--- config.mk ---
export PLATFORM = sky130hd
export DESIGN_NAME = sbb_ctrl
export DESIGN_NICKNAME = d
export VERILOG_FILES = /design/src/sv/separable_box_blur_assert.svh /design/src/sv/sbb_pkg.sv /design/src/sv/sbb_ctrl.sv
export SDC_FILE = /design/constraint.sdc
export NUM_CORES = 1
export LEC_CHECK = 0
export BUFFER_PORTS_ARGS = -buffer_cell sky130_fd_sc_hd__buf_4
export CAP_MARGIN = 5
export CELL_PAD_IN_SITES_DETAIL_PLACEMENT = 0
export CELL_PAD_IN_SITES_GLOBAL_PLACEMENT = 1
export CORE_ASPECT_RATIO = 1.1
export CORE_UTILIZATION = 50
export DETAILED_ROUTE_END_ITERATION = 8
export MAX_ROUTING_LAYER = met4
export PLACE_DENSITY_LB_ADDON = 0.1
export SYNTH_ARGS = -nofsm -noshare
export SYNTH_HDL_FRONTEND = slang
export SYNTH_SLANG_ARGS = --single-unit
--- constraint.sdc ---
create_clock -name clk -period 8.55 [get_ports clk]
set_input_delay 0.855 -clock clk [delete_from_list [all_inputs] [get_ports clk]]
set_output_delay 0.855 -clock clk [all_outputs]
set_load 0.005 [all_outputs]
--- src/sv/separable_box_blur_assert.svh ---
// Assertion helpers for the box blur block
`ifndef SEPARABLE_BOX_BLUR_ASSERT_SVH
`define SEPARABLE_BOX_BLUR_ASSERT_SVH

// same-cycle implication
`define SBB_ASSERT_IMP(lbl, ante, cons, msg) \
  lbl: assert property (@(posedge clk) disable iff (!rst_n) (ante) |-> (cons)) \
    else $error(msg);

// next-cycle implication
`define SBB_ASSERT_NXT(lbl, ante, cons, msg) \
  lbl: assert property (@(posedge clk) disable iff (!rst_n) (ante) |=> (cons)) \
    else $error(msg);

`endif

--- src/sv/sbb_pkg.sv ---
package sbb_pkg;

  localparam int CHAN_W    = 16;
  localparam int NUM_CH    = 3;
  localparam int CFG_W     = 12;
  localparam int CFG_IDX_W = 2;
  localparam int RAD_W     = 4;

  localparam logic [CFG_IDX_W-1:0] REG_WIDTH  = 2'd0;
  localparam logic [CFG_IDX_W-1:0] REG_HEIGHT = 2'd1;
  localparam logic [CFG_IDX_W-1:0] REG_RADIUS = 2'd2;

  localparam logic [CFG_W-1:0] RST_WIDTH  = 12'd640;
  localparam logic [CFG_W-1:0] RST_HEIGHT = 12'd480;
  localparam logic [RAD_W-1:0] RST_RADIUS = 4'd2;

  typedef logic [CHAN_W-1:0] chan_t;

  typedef enum logic [3:0] {
    S_IDLE,
    S_DECIDE,
    S_RM_INIT,
    S_RM_RD,
    S_RM_WAIT,
    S_RM_GO,
    S_RM_DIV,
    S_CHECK,
    S_EM_INIT,
    S_EM_RD,
    S_EM_WAIT,
    S_EM_GO,
    S_EM_DIV,
    S_EM_OUT
  } state_t;

  typedef struct packed {
    logic load_in;
    logic raw_we;
    logic raw_rd;
    logic line_rd;
    logic line_we;
    logic acc_clr;
    logic div_start;
    logic out_load;
    logic out_last;
  } cmd_t;

  typedef struct packed {
    logic div_done;
    logic out_busy;
  } status_t;

endpackage

--- src/sv/sbb_ctrl.sv ---
module sbb_ctrl #(
  parameter int MAX_WIDTH  = 2048,
  parameter int MAX_HEIGHT = 2048,
  parameter int MAX_RADIUS = 15,
  localparam int WB = $clog2(MAX_WIDTH),
  localparam int RB = $clog2(2 * MAX_RADIUS + 2)
) (
  input  logic                            clk,
  input  logic                            rst_n,
  input  logic                            cfg_we,
  input  logic [sbb_pkg::CFG_IDX_W-1:0]   cfg_index,
  input  logic [sbb_pkg::CFG_W-1:0]       cfg_data,
  input  logic                            in_valid,
  input  logic                            in_action,
  output logic                            in_ready,
  input  sbb_pkg::status_t                status,
  output sbb_pkg::cmd_t                   cmd,
  output logic [RB-1:0]                   raw_addr,
  output logic [RB+WB-1:0]                line_addr,
  output logic [RB-1:0]                   cnt
);

  localparam int HB  = $clog2(MAX_HEIGHT);
  localparam int WVB = $clog2(MAX_WIDTH + 1);
  localparam int HVB = $clog2(MAX_HEIGHT + 1);
  localparam int RW  = $clog2(MAX_RADIUS + 1);
  localparam int PB  = $clog2(MAX_WIDTH * MAX_HEIGHT + 1);
  localparam int LB  = PB + 2;
  localparam int CW  = LB + 1;
  localparam int IB  = (WB > HB) ? WB : HB;
  localparam int XB  = ((IB > RW) ? IB : RW) + 2;

  sbb_pkg::state_t state_r, state_nxt;
  logic [sbb_pkg::CFG_W-1:0] fw_r, fw_nxt, fh_r, fh_nxt;
  logic [sbb_pkg::RAD_W-1:0] rad_r, rad_nxt;
  logic                      act_r, act_nxt;
  logic                      emit_r, emit_nxt;
  logic [PB-1:0]             in_pos_r, in_pos_nxt, out_pos_r, out_pos_nxt;
  logic [WB-1:0]             in_x_r, in_x_nxt, out_x_r, out_x_nxt;
  logic [HB-1:0]             in_y_r, in_y_nxt, out_y_r, out_y_nxt, row_y_r, row_y_nxt;
  logic [WB-1:0]             xh_r, xh_nxt, xe_r, xe_nxt;
  logic [IB-1:0]             idx_r, idx_nxt, hi_r, hi_nxt;
  logic [RB-1:0]             cnt_r, cnt_nxt;
  logic [PB-1:0]             total_r;
  logic [LB-1:0]             lag_r;

  logic [WVB-1:0] w_c;
  logic [HVB-1:0] h_c;
  logic [RW-1:0]  r_c;
  logic [XB-1:0]  w_e, h_e, r_e, x_e, base, upper, lo, hi;
  logic           cfg_hit;

  always_comb begin
    if (fw_r == '0) begin
      w_c = WVB'(1);
    end else if (32'(fw_r) > MAX_WIDTH) begin
      w_c = WVB'(MAX_WIDTH);
    end else begin
      w_c = WVB'(fw_r);
    end
    if (fh_r == '0) begin
      h_c = HVB'(1);
    end else if (32'(fh_r) > MAX_HEIGHT) begin
      h_c = HVB'(MAX_HEIGHT);
    end else begin
      h_c = HVB'(fh_r);
    end
    if (32'(rad_r) > MAX_RADIUS) begin
      r_c = RW'(MAX_RADIUS);
    end else begin
      r_c = RW'(rad_r);
    end
  end

  assign w_e = XB'(w_c);
  assign h_e = XB'(h_c);
  assign r_e = XB'(r_c);
  assign x_e = XB'(in_x_r);
  assign cnt = cnt_r;
  assign cfg_hit = cfg_we && (cfg_index inside {sbb_pkg::REG_WIDTH, sbb_pkg::REG_HEIGHT,
                                                sbb_pkg::REG_RADIUS});

  always_comb begin
    state_nxt   = state_r;
    fw_nxt      = fw_r;
    fh_nxt      = fh_r;
    rad_nxt     = rad_r;
    act_nxt     = act_r;
    emit_nxt    = emit_r;
    in_pos_nxt  = in_pos_r;
    out_pos_nxt = out_pos_r;
    in_x_nxt    = in_x_r;
    in_y_nxt    = in_y_r;
    out_x_nxt   = out_x_r;
    out_y_nxt   = out_y_r;
    row_y_nxt   = row_y_r;
    xh_nxt      = xh_r;
    xe_nxt      = xe_r;
    idx_nxt     = idx_r;
    hi_nxt      = hi_r;
    cnt_nxt     = cnt_r;
    cmd         = '0;
    in_ready    = 1'b0;
    raw_addr    = RB'(idx_r);
    line_addr   = {RB'(idx_r), out_x_r};
    base        = '0;
    upper       = '0;
    lo          = '0;
    hi          = '0;

    case (state_r)
      sbb_pkg::S_IDLE: begin
        in_ready = 1'b1;
        if (in_valid) begin
          cmd.load_in = 1'b1;
          act_nxt     = in_action;
          state_nxt   = sbb_pkg::S_DECIDE;
        end
      end
      sbb_pkg::S_DECIDE: begin
        if (!act_r) begin
          if (in_pos_r >= total_r) begin
            state_nxt = sbb_pkg::S_IDLE;
          end else begin
            cmd.raw_we = 1'b1;
            raw_addr   = RB'(in_x_r);
            row_y_nxt  = in_y_r;
            emit_nxt   = (CW'(out_pos_r) + CW'(lag_r)) <= CW'(in_pos_r);
            in_pos_nxt = in_pos_r + 1'b1;
            if (x_e == w_e - 1'b1) begin
              in_x_nxt  = '0;
              in_y_nxt  = in_y_r + 1'b1;
              xh_nxt    = (x_e >= r_e) ? WB'(x_e - r_e) : '0;
              xe_nxt    = WB'(w_e - 1'b1);
              state_nxt = sbb_pkg::S_RM_INIT;
            end else begin
              in_x_nxt = in_x_r + 1'b1;
              if (x_e >= r_e) begin
                xh_nxt    = WB'(x_e - r_e);
                xe_nxt    = WB'(x_e - r_e);
                state_nxt = sbb_pkg::S_RM_INIT;
              end else begin
                state_nxt = sbb_pkg::S_CHECK;
              end
            end
          end
        end else if (in_pos_r >= total_r && out_pos_r < total_r) begin
          state_nxt = sbb_pkg::S_EM_INIT;
        end else begin
          state_nxt = sbb_pkg::S_IDLE;
        end
      end
      sbb_pkg::S_RM_INIT: begin
        base        = XB'(xh_r);
        lo          = (base > r_e) ? base - r_e : '0;
        upper       = base + r_e;
        hi          = (upper > w_e - 1'b1) ? w_e - 1'b1 : upper;
        idx_nxt     = IB'(lo);
        hi_nxt      = IB'(hi);
        cnt_nxt     = RB'(hi - lo + 1'b1);
        cmd.acc_clr = 1'b1;
        state_nxt   = sbb_pkg::S_RM_RD;
      end
      sbb_pkg::S_RM_RD: begin
        cmd.raw_rd = 1'b1;
        raw_addr   = RB'(idx_r);
        if (idx_r == hi_r) begin
          state_nxt = sbb_pkg::S_RM_WAIT;
        end else begin
          idx_nxt = idx_r + 1'b1;
        end
      end
      sbb_pkg::S_RM_WAIT: begin
        state_nxt = sbb_pkg::S_RM_GO;
      end
      sbb_pkg::S_RM_GO: begin
        cmd.div_start = 1'b1;
        state_nxt     = sbb_pkg::S_RM_DIV;
      end
      sbb_pkg::S_RM_DIV: begin
        line_addr = {RB'(row_y_r), xh_r};
        if (status.div_done) begin
          cmd.line_we = 1'b1;
          if (xh_r == xe_r) begin
            state_nxt = sbb_pkg::S_CHECK;
          end else begin
            xh_nxt    = xh_r + 1'b1;
            state_nxt = sbb_pkg::S_RM_INIT;
          end
        end
      end
      sbb_pkg::S_CHECK: begin
        state_nxt = emit_r ? sbb_pkg::S_EM_INIT : sbb_pkg::S_IDLE;
      end
      sbb_pkg::S_EM_INIT: begin
        base        = XB'(out_y_r);
        lo          = (base > r_e) ? base - r_e : '0;
        upper       = base + r_e;
        hi          = (upper > h_e - 1'b1) ? h_e - 1'b1 : upper;
        idx_nxt     = IB'(lo);
        hi_nxt      = IB'(hi);
        cnt_nxt     = RB'(hi - lo + 1'b1);
        cmd.acc_clr = 1'b1;
        state_nxt   = sbb_pkg::S_EM_RD;
      end
      sbb_pkg::S_EM_RD: begin
        cmd.line_rd = 1'b1;
        line_addr   = {RB'(idx_r), out_x_r};
        if (idx_r == hi_r) begin
          state_nxt = sbb_pkg::S_EM_WAIT;
        end else begin
          idx_nxt = idx_r + 1'b1;
        end
      end
      sbb_pkg::S_EM_WAIT: begin
        state_nxt = sbb_pkg::S_EM_GO;
      end
      sbb_pkg::S_EM_GO: begin
        cmd.div_start = 1'b1;
        state_nxt     = sbb_pkg::S_EM_DIV;
      end
      sbb_pkg::S_EM_DIV: begin
        if (status.div_done) begin
          state_nxt = sbb_pkg::S_EM_OUT;
        end
      end
      sbb_pkg::S_EM_OUT: begin
        if (!status.out_busy) begin
          cmd.out_load = 1'b1;
          cmd.out_last = (out_pos_r == total_r - 1'b1);
          state_nxt    = sbb_pkg::S_IDLE;
          if ((CW'(out_pos_r) + 1'b1) >= CW'(total_r)) begin
            out_pos_nxt = '0;
            out_x_nxt   = '0;
            out_y_nxt   = '0;
            in_pos_nxt  = '0;
            in_x_nxt    = '0;
            in_y_nxt    = '0;
          end else begin
            out_pos_nxt = out_pos_r + 1'b1;
            if (XB'(out_x_r) == w_e - 1'b1) begin
              out_x_nxt = '0;
              out_y_nxt = out_y_r + 1'b1;
            end else begin
              out_x_nxt = out_x_r + 1'b1;
            end
          end
        end
      end
      default: begin
        state_nxt = sbb_pkg::S_IDLE;
      end
    endcase

    if (cfg_we) begin
      case (cfg_index)
        sbb_pkg::REG_WIDTH:  fw_nxt  = cfg_data;
        sbb_pkg::REG_HEIGHT: fh_nxt  = cfg_data;
        sbb_pkg::REG_RADIUS: rad_nxt = cfg_data[sbb_pkg::RAD_W-1:0];
        default: ;
      endcase
    end
    if (cfg_hit) begin
      in_pos_nxt  = '0;
      out_pos_nxt = '0;
      in_x_nxt    = '0;
      in_y_nxt    = '0;
      out_x_nxt   = '0;
      out_y_nxt   = '0;
    end
  end

  always_ff @(posedge clk) begin
    if (!rst_n) begin
      state_r   <= sbb_pkg::S_IDLE;
      fw_r      <= sbb_pkg::RST_WIDTH;
      fh_r      <= sbb_pkg::RST_HEIGHT;
      rad_r     <= sbb_pkg::RST_RADIUS;
      act_r     <= 1'b0;
      emit_r    <= 1'b0;
      in_pos_r  <= '0;
      out_pos_r <= '0;
      in_x_r    <= '0;
      in_y_r    <= '0;
      out_x_r   <= '0;
      out_y_r   <= '0;
    end else begin
      state_r   <= state_nxt;
      fw_r      <= fw_nxt;
      fh_r      <= fh_nxt;
      rad_r     <= rad_nxt;
      act_r     <= act_nxt;
      emit_r    <= emit_nxt;
      in_pos_r  <= in_pos_nxt;
      out_pos_r <= out_pos_nxt;
      in_x_r    <= in_x_nxt;
      in_y_r    <= in_y_nxt;
      out_x_r   <= out_x_nxt;
      out_y_r   <= out_y_nxt;
    end
  end

  always_ff @(posedge clk) begin
    row_y_r <= row_y_nxt;
    xh_r    <= xh_nxt;
    xe_r    <= xe_nxt;
    idx_r   <= idx_nxt;
    hi_r    <= hi_nxt;
    cnt_r   <= cnt_nxt;
    total_r <= PB'(PB'(w_c) * PB'(h_c));
    lag_r   <= LB'(LB'(r_c) * LB'(w_c)) + LB'(r_c);
  end

endmodule

==> impl_metrics.csv <==
group,metric,value,unit
final_layout,areaGrowthSynthToFinish,8.10,%
status,status,"completed",
logic_synthesis,synth_edf_count,54,
floorplan,die_h,227,um
timing,holdWs,0.486,ns
route,vias,19900,
logic_synthesis,synth_top_area_share,14.7,%
clocking,tritoncts,"yes",
final_layout,diodes,0,
final_layout,layout_commonest_cell,"nand2_1",
clocking,cts_buffers,28,
clocking,root_buffer,"clkbuf_16",
route,drc_errors,0,
critical_path,critPathArrivalTime,7.62,ns
logic_synthesis,postSynthCellCount,2812,
route,drt_first_pass_iters,7,
floorplan,dieArea,47000,sq um
critical_path,crit_required,9.02,ns
timing,slew_headroom,21.3,%
timing,final.setup.tns,0,ns
power,p_leak,0.0112,uW
global_routing,grt_usage,31.2,%
route,viasPerCell,5.83,
clocking,h-tree-depth,1,
clocking,hold_buffers,0,
placed_design,placed_cell_area,24000,sq um
timing,slew_viol_final,0,
route,antenna_left,0,
final_layout,fillers,4341,
power,switchingPower,1630,uW
logic_synthesis,yosysSeqAreaShare,20.7,%
global_routing,grt_pass1_vias,19400,
power,finalPower,4200,uW
timing,tightest_slew,1.17,ns
timing,fin_skew,0.0368,ns
logic_synthesis,avgSynthCellArea,8.20,sq um
power,clkPwrFrac,29.3,%
logic_synthesis,synth_cell_types,92,
logic_synthesis,synth_area_leaders,"ha_1 15%, dfxtp_1 14%, fa_1 11%",
critical_path,critPathKind,"flop to flop",
logic_synthesis,synth_top_flop_cell,"dfxtp_1",
timing,hold_violations,0,
final_layout,regArea,4790,sq um
floorplan,start_util,50.6,%
clocking,cts_resized,0,
critical_path,cp_max_fo,10,
timing,period_needed,7.16,ns
logic_synthesis,netlist_area,23100,sq um
critical_path,start_kind,"flop",
floorplan,coreArea,45600,sq um
timing,fin_ws,1.39,ns
logic_synthesis,yosysWarnings,0,
power,p_seq_share,32.4,%
clocking,clock_path_buffers,3,
final_layout,num-nets-final,3222,
timing,setup_viol,0,
power,swShare,38.8,%
placed_design,dp_hpwl,56200,um
clocking,cts_setup_buffers,0,
logic_synthesis,synth_top_area_cell,"ha_1",
global_routing,grt_pass1_wl,110000,um
timing,rsz0062_at_grt,"no",
route,wl_per_cell,20.6,um
final_layout,fin_area,24900,sq um
logic_synthesis,ys_ff_latch,212,
flow_run,cap_violations,0,
placed_design,pre_cts_slack,1.45,ns
floorplan,ios,57,
clocking,cts.sinks,212,
final_layout,layout-drive-gt1-share,6.35,%
route,drt_iter0_markers,1482,
floorplan,die_width,207,um
power,p_comb_share,38.2,%
clocking,path_clk_slew,0.06,ns
final_layout,layout_common_cells,"351 x nand2_1, 271 x ha_1, 268 x inv_1",
power,ir_drop,0.212,mV
global_routing,overflow,0,
floorplan,core.rowCount,82,
placed_design,place_congestion,0.923,
route,drt_wl_total,70200,um
global_routing,grt_max_degree,41,
logic_synthesis,synthArstFlopShare,0,%
final_layout,multi_input_comb_area,16800,sq um
timing,timing.fmax,140,MHz
power,internal_power,2570,uW
min_path,min_path_type,"flop to flop",
power,pwr_density_cell,168,nW/um^2
timing,period_share,83.7,%
global_routing,antenna_found_initial,1,
critical_path,end_kind,"flop",
clocking,clk_latency,0.61,ns
placed_design,port_buffers,56,
critical path: stages (launching register included):
cell	delay, ns
dfxtp_1	0.36
nor4_1	0.57
nand3_1	0.21
o41ai_2	0.62
and2_1	0.52
nand2_1	0.14
fa_1	0.55
inv_1	0.05
fa_1	0.52
fa_1	0.45
fa_1	0.55
inv_1	0.05
fa_1	0.54
inv_1	0.05
ha_1	0.36
a21o_1	0.18
a21o_1	0.18
a21oi_1	0.24
o311ai_0	0.19
a21oi_1	0.26
o21bai_1	0.11
nand4_1	0.10
nand4b_1	0.10
xor2_1	0.15
cell type report:
class,count,area share (%)
clock buffers,40,3.28
clock inverters,10,0.532
inverters,270,4.06
multi-input cells,2197,67.2
flip-flops and latches,212,19.2
well taps,588,2.95
repair buffers,91,2.74
kinds of logic after synthesis:
kind of cell             synth area share [%]
flip-flops                               20.7
XOR/XNOR                                 10.0
buffers and inverters                    6.70
other                                  0.0163
AO/OA/AOI/OAI                            12.4
adder cells (fa/ha/maj)                  26.0
multiplexers                             1.96
AND/OR/NAND/NOR                          22.2
synthesized netlist by cell type (all sizes together) (70+ instances only):
cell / count
nand2: 351
ha: 271
inv: 269
nor2: 239
xnor2: 162
dfxtp: 158
fa: 130
a21oi: 128
clkbuf: 111
xor2: 99
o21ai: 85
nand3: 73
nor3: 70
metrics by stage:
| step | util, % | std cells |
|---|---|---|
| 2_1_floorplan | - | 2813 |
| 5_1_grt | 54.7 | 3408 |
| 3_3_place_gp | 52.7 | 3358 |
| 6_report | 54.7 | 3408 |
| 3_5_place_dp | 52.7 | 3358 |
| 4_1_cts | 54.7 | 3408 |
worst paths after layout:
check,from,end,depth (start not counted),slack (ns)
worst min-delay path,in_y_r[4],row_y_r[4],0,0.49
worst min register to register,in_y_r[4],row_y_r[4],0,0.49
worst max register to register,fh_r[2],total_r[21],23,1.39
worst max-delay path,fh_r[2],total_r[21],23,1.39
sequential cells by signal (all words and copies together), names as in the netlist, 4 cells and up:
register	flops
cnt	5
fh_r	12
fw_r	12
hi_r	11
idx_r	11
in_pos_r	23
in_x_r	11
in_y_r	5
lag_r	17
out_pos_r	23
out_x_r	11
out_y_r	11
r_c	4
row_y_r	5
state_r	4
total_r	23
xe_r	11
xh_r	11
power by group through the flow:
stage	combinational [uW]	clock, uW	sequential (uW)
finish	1610	1230	1360
floorplan	1160	0	1280
global route	1790	1290	1370
detailed placement	1590	0	1380
CTS	1600	1250	1350
global placement	1570	0	1370
per-layer routing:
layer | up-vias | wire length [um] | global-route usage, %
li1 | 9534 | - | -
met1 | 9682 | 31500 | 41.7
met2 | 545 | 33200 | 50.7
met3 | 103 | 3500 | 2.81
met4 | 0 | 1910 | 8.12
met5 | - | 0 | -
Note: power is estimated with default switching activity, not from simulation.
